[src/sv/i2cdbw_pkg.sv]
package i2cdbw_pkg;

    // Depth of the small queues on either side of the sequencer.
    localparam int unsigned QUEUE_DEPTH = 2;

    // Control bytes that precede the payload.
    localparam logic [7:0] CTRL_COMMAND = 8'h00;
    localparam logic [7:0] CTRL_DATA    = 8'h40;

    // Register reset values.
    localparam logic [7:0] SLAVE_ADDRESS_RESET = 8'd120;
    localparam logic [7:0] ACK_TIMEOUT_RESET   = 8'd250;

    // Action codes on the input word.
    localparam logic [1:0] ACTION_TICK    = 2'd0;
    localparam logic [1:0] ACTION_COMMAND = 2'd1;
    localparam logic [1:0] ACTION_DATA    = 2'd2;

    // Configuration register indexes.
    typedef enum logic {
        CFG_SLAVE_ADDRESS = 1'b0,
        CFG_ACK_TIMEOUT   = 1'b1
    } t_cfg_index;

    // Classified request carried by one tick.
    typedef enum logic [1:0] {
        REQ_NONE,
        REQ_COMMAND,
        REQ_DATA
    } t_req;

    typedef struct packed {
        t_req       req;
        logic [7:0] payload;
        logic       sda;
    } t_tick;

    typedef struct packed {
        logic scl_level;
        logic sda_level;
        logic busy;
        logic done;
        logic failed;
    } t_result;

    // Handshake between the front queue and the sequencer.
    typedef struct packed {
        logic valid;
        t_tick tick;
    } t_tick_chan;

    // Bus sequencer phases.
    typedef enum logic [3:0] {
        PH_IDLE,
        PH_START_A,
        PH_START_B,
        PH_BIT_LOW,
        PH_BIT_HIGH,
        PH_ACK_LOW,
        PH_ACK_HIGH,
        PH_STOP_A,
        PH_STOP_B
    } t_phase;

endpackage

[src/sv/i2cdbw_fifo.sv]
module i2cdbw_fifo
    import i2cdbw_pkg::*;
#(
    parameter int unsigned WIDTH = 8
) (
    input  logic             i_clk,
    input  logic             i_rst_n,
    input  logic             i_wr_en,
    input  logic [WIDTH-1:0] i_wr_data,
    input  logic             i_rd_en,
    output logic [WIDTH-1:0] o_rd_data,
    output logic             o_full,
    output logic             o_empty
);

    localparam int unsigned PTR_W = (QUEUE_DEPTH > 1) ? $clog2(QUEUE_DEPTH) : 1;
    localparam int unsigned CNT_W = $clog2(QUEUE_DEPTH + 1);
    localparam logic [PTR_W-1:0] LAST_PTR = PTR_W'(QUEUE_DEPTH - 1);
    localparam logic [CNT_W-1:0] FULL_CNT = CNT_W'(QUEUE_DEPTH);

    logic [WIDTH-1:0] r_mem [QUEUE_DEPTH];
    logic [PTR_W-1:0] r_wr_ptr;
    logic [PTR_W-1:0] r_rd_ptr;
    logic [CNT_W-1:0] r_count;
    logic             w_push;
    logic             w_pop;

    assign o_full    = (r_count == FULL_CNT);
    assign o_empty   = (r_count == '0);
    assign o_rd_data = r_mem[r_rd_ptr];
    assign w_push    = i_wr_en && !o_full;
    assign w_pop     = i_rd_en && !o_empty;

    // Storage words need no reset.
    always_ff @(posedge i_clk) begin
        if (w_push) begin
            r_mem[r_wr_ptr] <= i_wr_data;
        end
    end

    // Pointers and fill count.
    always_ff @(posedge i_clk) begin
        if (!i_rst_n) begin
            r_wr_ptr <= '0;
            r_rd_ptr <= '0;
            r_count  <= '0;
        end else begin
            if (w_push) begin
                r_wr_ptr <= (r_wr_ptr == LAST_PTR) ? '0 : r_wr_ptr + 1'b1;
            end
            if (w_pop) begin
                r_rd_ptr <= (r_rd_ptr == LAST_PTR) ? '0 : r_rd_ptr + 1'b1;
            end
            if (w_push && !w_pop) begin
                r_count <= r_count + 1'b1;
            end else if (w_pop && !w_push) begin
                r_count <= r_count - 1'b1;
            end
        end
    end

endmodule

[src/sv/i2cdbw_front.sv]
module i2cdbw_front
    import i2cdbw_pkg::*;
(
    input  logic       i_clk,
    input  logic       i_rst_n,
    input  logic       i_push,
    input  logic [1:0] i_action,
    input  logic [7:0] i_payload,
    input  logic       i_sda_in,
    output logic       o_full,
    input  logic       i_tick_pop,
    output t_tick_chan o_tick
);

    t_tick w_class;
    t_tick w_head;
    logic  w_empty;

    // Decode the action; unused codes are plain ticks.
    always_comb begin
        w_class.payload = i_payload;
        w_class.sda     = i_sda_in;
        unique case (i_action)
            ACTION_COMMAND: w_class.req = REQ_COMMAND;
            ACTION_DATA:    w_class.req = REQ_DATA;
            default:        w_class.req = REQ_NONE;
        endcase
    end

    // Classified ticks wait here for the sequencer.
    i2cdbw_fifo #(
        .WIDTH($bits(t_tick))
    ) u_tick_queue (
        .i_clk     (i_clk),
        .i_rst_n   (i_rst_n),
        .i_wr_en   (i_push),
        .i_wr_data (w_class),
        .i_rd_en   (i_tick_pop),
        .o_rd_data (w_head),
        .o_full    (o_full),
        .o_empty   (w_empty)
    );

    assign o_tick.valid = !w_empty;
    assign o_tick.tick  = w_head;

endmodule

[src/sv/i2cdbw_seq.sv]
module i2cdbw_seq
    import i2cdbw_pkg::*;
(
    input  logic       i_clk,
    input  logic       i_rst_n,
    input  logic       i_cfg_valid,
    input  logic       i_cfg_index,
    input  logic [7:0] i_cfg_data,
    input  t_tick_chan i_tick,
    input  logic       i_res_full,
    output logic       o_step,
    output t_result    o_res
);

    t_phase     r_phase;
    t_phase     n_phase;
    logic [2:0] r_bit_count;
    logic [2:0] n_bit_count;
    logic [7:0] r_shift;
    logic [7:0] n_shift;
    logic [1:0] r_byte_index;
    logic [1:0] n_byte_index;
    logic [7:0] r_held;
    logic [7:0] n_held;
    logic       r_is_data;
    logic       n_is_data;
    logic [8:0] r_poll_count;
    logic [8:0] n_poll_count;
    logic       r_error;
    logic       n_error;
    logic [7:0] r_slave_address;
    logic [7:0] r_ack_timeout;
    logic [8:0] w_poll_inc;
    logic       w_done;

    // One tick is processed when one is waiting and the result has room.
    assign o_step     = i_tick.valid && !i_res_full;
    assign w_poll_inc = r_poll_count + 1'b1;

    // Configuration registers.
    always_ff @(posedge i_clk) begin
        if (!i_rst_n) begin
            r_slave_address <= SLAVE_ADDRESS_RESET;
            r_ack_timeout   <= ACK_TIMEOUT_RESET;
        end else if (i_cfg_valid) begin
            unique case (t_cfg_index'(i_cfg_index))
                CFG_SLAVE_ADDRESS: r_slave_address <= i_cfg_data;
                CFG_ACK_TIMEOUT:   r_ack_timeout   <= i_cfg_data;
                default:           r_ack_timeout   <= r_ack_timeout;
            endcase
        end
    end

    // Next-state logic of the bus sequencer.
    always_comb begin
        n_phase      = r_phase;
        n_bit_count  = r_bit_count;
        n_shift      = r_shift;
        n_byte_index = r_byte_index;
        n_held       = r_held;
        n_is_data    = r_is_data;
        n_poll_count = r_poll_count;
        n_error      = r_error;
        w_done       = 1'b0;
        unique case (r_phase)
            PH_IDLE: begin
                if (i_tick.tick.req != REQ_NONE) begin
                    n_held       = i_tick.tick.payload;
                    n_is_data    = (i_tick.tick.req == REQ_DATA);
                    n_error      = 1'b0;
                    n_byte_index = '0;
                    n_bit_count  = '0;
                    n_poll_count = '0;
                    n_shift      = {r_slave_address[7:1], 1'b0};
                    n_phase      = PH_START_A;
                end
            end
            PH_START_A: n_phase = PH_START_B;
            PH_START_B: n_phase = PH_BIT_LOW;
            PH_BIT_LOW: n_phase = PH_BIT_HIGH;
            PH_BIT_HIGH: begin
                n_shift     = {r_shift[6:0], 1'b0};
                n_bit_count = r_bit_count + 1'b1;
                n_phase     = (r_bit_count == 3'd7) ? PH_ACK_LOW : PH_BIT_LOW;
            end
            PH_ACK_LOW: begin
                n_poll_count = '0;
                n_phase      = PH_ACK_HIGH;
            end
            PH_ACK_HIGH: begin
                // Ack seen, or a lapsed control-byte ack: go on to the next byte.
                if (!i_tick.tick.sda || ((w_poll_inc > {1'b0, r_ack_timeout})
                                         && (r_byte_index == 2'd1))) begin
                    if (!i_tick.tick.sda) begin
                        n_poll_count = r_poll_count;
                    end else begin
                        n_poll_count = '0;
                    end
                    if (r_byte_index == 2'd2) begin
                        n_phase = PH_STOP_A;
                    end else begin
                        n_byte_index = r_byte_index + 1'b1;
                        n_shift      = (r_byte_index == 2'd0)
                                       ? (r_is_data ? CTRL_DATA : CTRL_COMMAND)
                                       : r_held;
                        n_bit_count  = '0;
                        n_phase      = PH_BIT_LOW;
                    end
                end else if (w_poll_inc > {1'b0, r_ack_timeout}) begin
                    n_poll_count = '0;
                    n_error      = 1'b1;
                    n_phase      = PH_STOP_A;
                end else begin
                    n_poll_count = w_poll_inc;
                end
            end
            PH_STOP_A: n_phase = PH_STOP_B;
            PH_STOP_B: begin
                n_phase = PH_IDLE;
                w_done  = 1'b1;
            end
            default: n_phase = PH_IDLE;
        endcase
    end

    // Pin levels follow the phase entered on this tick.
    always_comb begin
        o_res.busy   = (n_phase != PH_IDLE);
        o_res.done   = w_done;
        o_res.failed = w_done && r_error;
        unique case (n_phase)
            PH_START_A:  begin o_res.scl_level = 1'b1; o_res.sda_level = 1'b0;       end
            PH_START_B:  begin o_res.scl_level = 1'b0; o_res.sda_level = 1'b0;       end
            PH_BIT_LOW:  begin o_res.scl_level = 1'b0; o_res.sda_level = n_shift[7]; end
            PH_BIT_HIGH: begin o_res.scl_level = 1'b1; o_res.sda_level = n_shift[7]; end
            PH_ACK_LOW:  begin o_res.scl_level = 1'b0; o_res.sda_level = 1'b1;       end
            PH_ACK_HIGH: begin o_res.scl_level = 1'b1; o_res.sda_level = 1'b1;       end
            PH_STOP_A:   begin o_res.scl_level = 1'b0; o_res.sda_level = 1'b0;       end
            PH_STOP_B:   begin o_res.scl_level = 1'b1; o_res.sda_level = 1'b0;       end
            default:     begin o_res.scl_level = 1'b1; o_res.sda_level = 1'b1;       end
        endcase
    end

    // Sequencer state advances once per processed tick.
    always_ff @(posedge i_clk) begin
        if (!i_rst_n) begin
            r_phase      <= PH_IDLE;
            r_bit_count  <= '0;
            r_shift      <= '0;
            r_byte_index <= '0;
            r_held       <= '0;
            r_is_data    <= 1'b0;
            r_poll_count <= '0;
            r_error      <= 1'b0;
        end else if (o_step) begin
            r_phase      <= n_phase;
            r_bit_count  <= n_bit_count;
            r_shift      <= n_shift;
            r_byte_index <= n_byte_index;
            r_held       <= n_held;
            r_is_data    <= n_is_data;
            r_poll_count <= n_poll_count;
            r_error      <= n_error;
        end
    end

    // The stop always returns the sequencer to idle.
    a_stop_to_idle: assert property (@(posedge i_clk) disable iff (!i_rst_n)
        (o_step && r_phase == PH_STOP_B) |=> (r_phase == PH_IDLE))
        else $error("stop did not return to idle");

    // A failure is reported only together with done.
    a_fail_with_done: assert property (@(posedge i_clk) disable iff (!i_rst_n)
        o_step |-> (!o_res.failed || o_res.done))
        else $error("failure flagged without done");

    // Only three bytes go out per transfer.
    a_byte_index: assert property (@(posedge i_clk) disable iff (!i_rst_n)
        r_byte_index != 2'd3)
        else $error("byte index out of range");

    // The poll counter never runs past one beyond the largest timeout.
    a_poll_bound: assert property (@(posedge i_clk) disable iff (!i_rst_n)
        r_poll_count <= 9'd256)
        else $error("poll counter overran");

endmodule

[src/sv/i2c_display_byte_writer.sv]
// I2C display byte writer. Each word pushed is one half-bit tick of the bus;
// action 1 starts a command byte and action 2 a data byte, sent as start,
// write address, control byte, payload and stop, with the address and
// payload acks checked against the ack timeout. Every tick yields exactly one
// result word with the pin levels after that tick, busy, done and failed.
// Throughput is one tick per clock while the result queue has room; the
// sequencer sits between a two-word queue in front of it and a two-word
// result queue behind it, through which each tick and its result pass.
// Configuration writes are always ready and should be made while idle.
module i2c_display_byte_writer
    import i2cdbw_pkg::*;
(
    input  logic       i_clk,
    input  logic       i_rst_n,
    input  logic       push,
    output logic       full,
    input  logic [1:0] i_action,
    input  logic [7:0] i_payload,
    input  logic       i_sda_in,
    output logic       empty,
    input  logic       pop,
    output logic       o_scl_level,
    output logic       o_sda_level,
    output logic       o_busy_res,
    output logic       o_done_res,
    output logic       o_failed,
    input  logic       i_cfg_valid,
    output logic       o_cfg_ready,
    input  logic       i_cfg_index,
    input  logic [7:0] i_cfg_data
);

    t_tick_chan w_tick;
    t_result    w_res;
    t_result    w_res_head;
    logic       w_step;
    logic       w_res_full;

    assign o_cfg_ready = 1'b1;

    // Front end: accepts and classifies ticks.
    i2cdbw_front u_front (
        .i_clk      (i_clk),
        .i_rst_n    (i_rst_n),
        .i_push     (push),
        .i_action   (i_action),
        .i_payload  (i_payload),
        .i_sda_in   (i_sda_in),
        .o_full     (full),
        .i_tick_pop (w_step),
        .o_tick     (w_tick)
    );

    // Back end: bus sequencer.
    i2cdbw_seq u_seq (
        .i_clk       (i_clk),
        .i_rst_n     (i_rst_n),
        .i_cfg_valid (i_cfg_valid && o_cfg_ready),
        .i_cfg_index (i_cfg_index),
        .i_cfg_data  (i_cfg_data),
        .i_tick      (w_tick),
        .i_res_full  (w_res_full),
        .o_step      (w_step),
        .o_res       (w_res)
    );

    // Result queue toward the consumer.
    i2cdbw_fifo #(
        .WIDTH($bits(t_result))
    ) u_res_queue (
        .i_clk     (i_clk),
        .i_rst_n   (i_rst_n),
        .i_wr_en   (w_step),
        .i_wr_data (w_res),
        .i_rd_en   (pop),
        .o_rd_data (w_res_head),
        .o_full    (w_res_full),
        .o_empty   (empty)
    );

    assign o_scl_level = w_res_head.scl_level;
    assign o_sda_level = w_res_head.sda_level;
    assign o_busy_res  = w_res_head.busy;
    assign o_done_res  = w_res_head.done;
    assign o_failed    = w_res_head.failed;

endmodule

[config.mk]
export PLATFORM = sky130hd
export DESIGN_NAME = i2c_display_byte_writer
export DESIGN_NICKNAME = d
export VERILOG_FILES = /design/src/sv/i2cdbw_pkg.sv /design/src/sv/i2cdbw_fifo.sv /design/src/sv/i2cdbw_front.sv /design/src/sv/i2cdbw_seq.sv /design/src/sv/i2c_display_byte_writer.sv
export SDC_FILE = /design/constraint.sdc
export NUM_CORES = 1
export LEC_CHECK = 0
export BUFFER_PORTS_ARGS = -buffer_cell sky130_fd_sc_hd__buf_2
export CAP_MARGIN = 20
export CORE_ASPECT_RATIO = 1.4
export CORE_MARGIN = 1
export CORE_UTILIZATION = 25
export DETAILED_ROUTE_END_ITERATION = 10
export GPL_ROUTABILITY_DRIVEN = 1
export GPL_TIMING_DRIVEN = 0
export PLACE_DENSITY = 0.41
export SYNTH_ARGS = -nofsm -noshare
export SYNTH_HDL_FRONTEND = slang
export SYNTH_HIERARCHICAL = 1
export SYNTH_SLANG_ARGS = --single-unit
[constraint.sdc]
create_clock -name i_clk -period 6.1 [get_ports i_clk]
set_clock_uncertainty 0.05 [all_clocks]
set_input_delay 0.915 -clock i_clk [delete_from_list [all_inputs] [get_ports i_clk]]
set_output_delay 0.915 -clock i_clk [all_outputs]
set_load 0.005 [all_outputs]
-- Yosys cells after proc, flatten, opt, wreduce, memory -nomap -nowiden
Memory sizes are Yosys's and may differ from the RTL's. A register that Yosys moved wholly into a read port is not among the register bits.
Index checks and enable logic that the tools add are counted.
- add/sub/neg operators: 11
- order comparisons: 1
- eq/ne operators: 29
- muxes and demuxes: 48
- bitwise logic cells: 1
- reduce and logical (&&, ||, !) cells: 41
- operators with widths (cell ; number):
    2-to-1 mux 9 bit ; 4
    2-to-1 mux 8 bit ; 4
    case mux 4 bit (8 select lines) ; 1
    equality test 4 x 3 -> 1 bit (second input constant) ; 7
    case mux 9 bit (3 select lines) ; 1
    case mux 8 bit (3 select lines) ; 1
    equality test 4 x 2 -> 1 bit (second input constant) ; 4
    2-to-1 mux 1 bit ; 16
    2-to-1 mux 3 bit ; 5
    AND reduction 5 bit ; 3
    2-to-1 mux 2 bit ; 7
    2-to-1 mux 4 bit ; 3
    logical AND 1 bit ; 11
    equality test 2 bit (second input constant) ; 5
    case mux 2 bit (5 select lines) ; 1
    adder 9 x 1 -> 9 bit (second input constant) ; 1
    greater-than comparator 9 x 8 -> 1 bit ; 1
    logical NOT 1 bit ; 9
    case mux 3 bit (3 select lines) ; 1
    equality test 4 x 1 -> 1 bit (second input constant) ; 2
    equality test 4 bit (second input constant) ; 2
    case mux 2 bit (2 select lines) ; 2
    nonzero test 2 bit ; 4
    2-to-1 mux 7 bit ; 1
    20 further kinds ; 35
- register bits after elaboration: 60
- bits in writable memories: 32
- input bits: 25
- output and inout port bits: 8
- word-level logic and storage cells: 150
- memories: 2
- memories (name ; depth ; width ; rd ports ; clocked after Yosys merged registers in ; write ports ; line ; RTL):
    u_front.u_tick_queue.r_mem ; 2 ; 11 ; 1 ; 1 ; 1 ; i2cdbw_fifo.sv:21 ; logic [WIDTH-1:0] r_mem [QUEUE_DEPTH];
    u_res_queue.r_mem ; 2 ; 5 ; 1 ; 1 ; 1 ; i2cdbw_fifo.sv:21 ;

-- Depth between registers and ports, before layout
- depth after elaboration: 9
- depth in mapped cells: 14
- gate-level depth less buffers: 13

-- By module
Netlist, hierarchy kept.
- modules (own cells, without submodules) (module ; instances ; cells an instance ; area an instance (µm²)):
    i2cdbw_seq ; 1 ; 353 ; 2765.2
    i2cdbw_fifo (u_front.u_tick_queue) ; 1 ; 59 ; 1023.5
    i2cdbw_fifo (u_res_queue) ; 1 ; 41 ; 584.3
    i2cdbw_front ; 1 ; 3 ; 18.8
    i2c_display_byte_writer ; 1 ; 2 ; 11.3

-- Least setup slack after synthesis
OpenSTA, ideal clock, no wires.
- kind: flip-flop to flip-flop
- from: register u_seq.r_poll_count[0]
- to: memory u_res_queue/r_mem[0][3] (netlist bit) (data pin)
- library setup time: 0.263 ns
- arrival time: 3.081 ns
- data required time: 5.787 ns
- setup slack: 2.706 ns
- cell stages (with the launch flop): 14
- buffers on the path: 0
- clock period less this slack: 3.394 ns
- cells stage by stage: dfxtp_1 > ha_1 > nand3_4 > nor2_1 > xor2_1 > ha_1 > a2111oi_0 > o21ai_0 > o2111ai_1 > a41oi_4 > o31a_1 > nor3_1 > nor4_1 > a211o_1
- RTL lines (element ; line ; RTL):
    start, declared ; i2cdbw_seq.sv:27 ; logic [8:0] r_poll_count;
    start signal, assigned ; i2cdbw_seq.sv:162 ; r_poll_count <= n_poll_count;
    end, declared ; i2cdbw_fifo.sv:21 ;

==> impl_metrics.tcl <==
set metrics [dict create \
    peakVddDrop_v 0.000140 \
    layout_common_cells "75 x nand2_1, 61 x dfxtp_1, 35 x a21oi_1" \
    yosysWarnings 6 \
    crit_path_end_kind "flip-flop" \
    place_ws_ps 2030 \
    top_layer "met4" \
    relSlewSlack_pct 33.9 \
    antenna_left 0 \
    nFillCells 1841 \
    min_period_ps 4020 \
    wirelength_mm 10.5 \
    wl_per_cell_um 14.1 \
    clk_latency_ps 350 \
    wl_met1_mm 4.61 \
    grt_max_degree 19 \
    wl_met2_mm 5.50 \
    utilization_pct 29.8 \
    cts.clk_slew.worst_paths_ps 70 \
    finalHoldViolations 0 \
    overflow 0 \
    grt_pass1_wl_mm 17.3 \
    drive_gt1_share_pct 18.3 \
    netlist-cell-type-count 61 \
    dpl.hpwl_mm 7.88 \
    multi_input_area_um2 2060 \
    dieWidth_um 114 \
    port_buffers 31 \
    final.setup.tns_ps 0 \
    cts_buffer_depth 2 \
    synth_flop_cell "dfxtp_1" \
    wl_met3_um 223 \
    cts_resized 0 \
    drtPass1Iterations 5 \
    diodes 0 \
    regArea_um2 2180 \
    required_ps 6140 \
    gp_congestion 0.805 \
    grt_pass1_vias 3415 \
    seq_area_frac_synth_pct 49.6 \
    synth_nets 499 \
    vias_per_cell 4.46 \
    grt_antenna_before_repair 0 \
    postCtsSetupRepairBufs 0 \
    synthArstFlopShare_pct 0 \
    vias 3315 \
    pin_count 33 \
    p_per_area_nw_per_um2 390 \
    fmax_ghz 0.249 \
    rsz0062_at_grt "no" \
    synth_edf_count 32 \
    slew_viol_final 0 \
    finalCritPeriodShare_pct 65.9 \
    die_h_um 159 \
    synth_area_um2 4400 \
    synth.avg_cell_area_um2 9.61 \
    drv_cap 0 \
    ctsRootBufferMaster "clkbuf_16" \
    hp-class "flip-flop to flip-flop" \
    clock_sinks 93 \
    cts.htree.levels 3 \
    leakage_nw 1.95 \
    tightest_slew_ps 986 \
    layout_commonest_cell "nand2_1" \
    status "completed" \
    drtIter0Drc 171 \
    synth_cells 458 \
    grt_use_total_pct 12.5 \
    area_growth_pct 17.2 \
    core_area_um2 17300 \
    setup_slack_ps 2080 \
    num-nets-final 543 \
    drc 0 \
    dieArea_um2 18200 \
    path_class "flip-flop to flip-flop" \
    critPathLaunchType "flip-flop" \
    hold_buffers 0 \
    power_mw 2.01 \
    final_cells 743 \
    cts_buffers 9 \
    initial_core_util_pct 25.4 \
    cp_max_fo 9 \
    setup_viol 0 \
    row_count 57 \
    dp_cells 725 \
    synth-seq-cells 93 \
    cp.arrival_ps 4060 \
    cts_tree "built" \
]
-- final timing paths --
kind                                            start                      end  depth (start not counted)  slack [ps]
worst max-delay path            u_seq/r_poll_count[0]  u_res_queue/r_mem[1][3]                         13        2080
worst min-delay path             u_seq/r_bit_count[1]     u_seq/r_bit_count[1]                          2         410
worst max register to register  u_seq/r_poll_count[0]  u_res_queue/r_mem[1][3]                         13        2080
worst min register to register   u_seq/r_bit_count[1]     u_seq/r_bit_count[1]                          2         410
-- metrics by stage --
step	instance area, um2	hold slack [ps]
finish	5160	406
global route	5160	431
CTS	5140	405
detailed placement	4850	396
global placement	4850	391
floorplan	4400	381
-- cell type report --
type / instances / share of cell area, %
clock buffer: 9 / 4.37
buffer: 17 / 1.46
tap: 236 / 5.72
clock inverter: 7 / 1.26
timing repair buffer: 33 / 3.30
sequential: 93 / 42.3
inverter: 22 / 1.60
multi-input combinational: 326 / 40.0
-- flip-flops by register name, indices dropped and copies added (netlist names), 3 cells and up, named ones only --
name	flops
u_seq/r_poll_count	9
u_seq/r_ack_timeout	8
u_seq/r_phase	4
u_res_queue/r_mem	10
u_seq/r_shift	8
u_seq/r_bit_count	3
u_seq/r_held	8
u_seq/r_slave_address	7
u_front/u_tick_queue/r_mem	22
-- synth_stat cells, drive strengths merged (3+ instances only) --
cell | n | share of area (%)
nand2 | 75 | 6.4
dfxtp | 61 | 28
a21oi | 35 | 4.0
nor2 | 35 | 3.2
edfxtp | 32 | 22
inv | 22 | 1.9
mux2 | 18 | 4.6
ha | 16 | 4.5
o21ai | 15 | 1.7
nand3 | 14 | 1.9
or2 | 11 | 1.6
clkbuf | 10 | 0.88
nor3 | 10 | 1.5
o211ai | 10 | 1.7
and2 | 7 | 0.99
buf | 7 | 0.82
xor2 | 7 | 1.4
a21boi | 6 | 1.0
a22oi | 6 | 1.0
xnor2 | 6 | 1.2
a222oi | 5 | 1.1
and3 | 5 | 0.71
nand2b | 4 | 0.57
mux2i | 3 | 0.68
nand3b | 3 | 0.60
nand4 | 3 | 0.43
nor4 | 3 | 0.43
or3 | 3 | 0.43
-- power by group --
group | total [mW] | internal [mW] | switching, mW
combinational | 0.633 | 0.254 | 0.379
sequential | 0.828 | 0.771 | 0.0573
clock | 0.551 | 0.287 | 0.265
-- logic make-up (layout without fill, tap and decap cells) --
logic type	count (synthesis)	count (layout)	share of synthesized area (%)
AOI/OAI and AO/OA	94	94	14.2
xor gates and xnor gates	13	13	2.59
adders and majority gates	16	16	4.55
buffers and inverters	39	88	3.58
DFF	93	93	49.6
muxes	21	21	5.29
other	1	1	0.0852
and+or+nand+nor	181	181	20.1
-- critical path, cell delays in order, from the launching register on --
cell,delay [ps]
dfxtp_1,410
ha_1,310
nand3_4,160
nor2_1,170
xor2_1,230
ha_1,290
a2111oi_0,400
o21ai_0,200
o2111ai_1,350
a41oi_4,250
o31a_1,350
nor3_1,220
nor4_1,90
a211o_1,280
-- per-layer routing --
layer | vias to the layer above | track usage, %
li1 | 1711 | -
met3 | 12 | 2.63
met4 | 0 | 4.66
met2 | 34 | 22.2
met5 | - | 0
met1 | 1558 | 14.5
No activity file was read; power rests on OpenSTA's default activity.
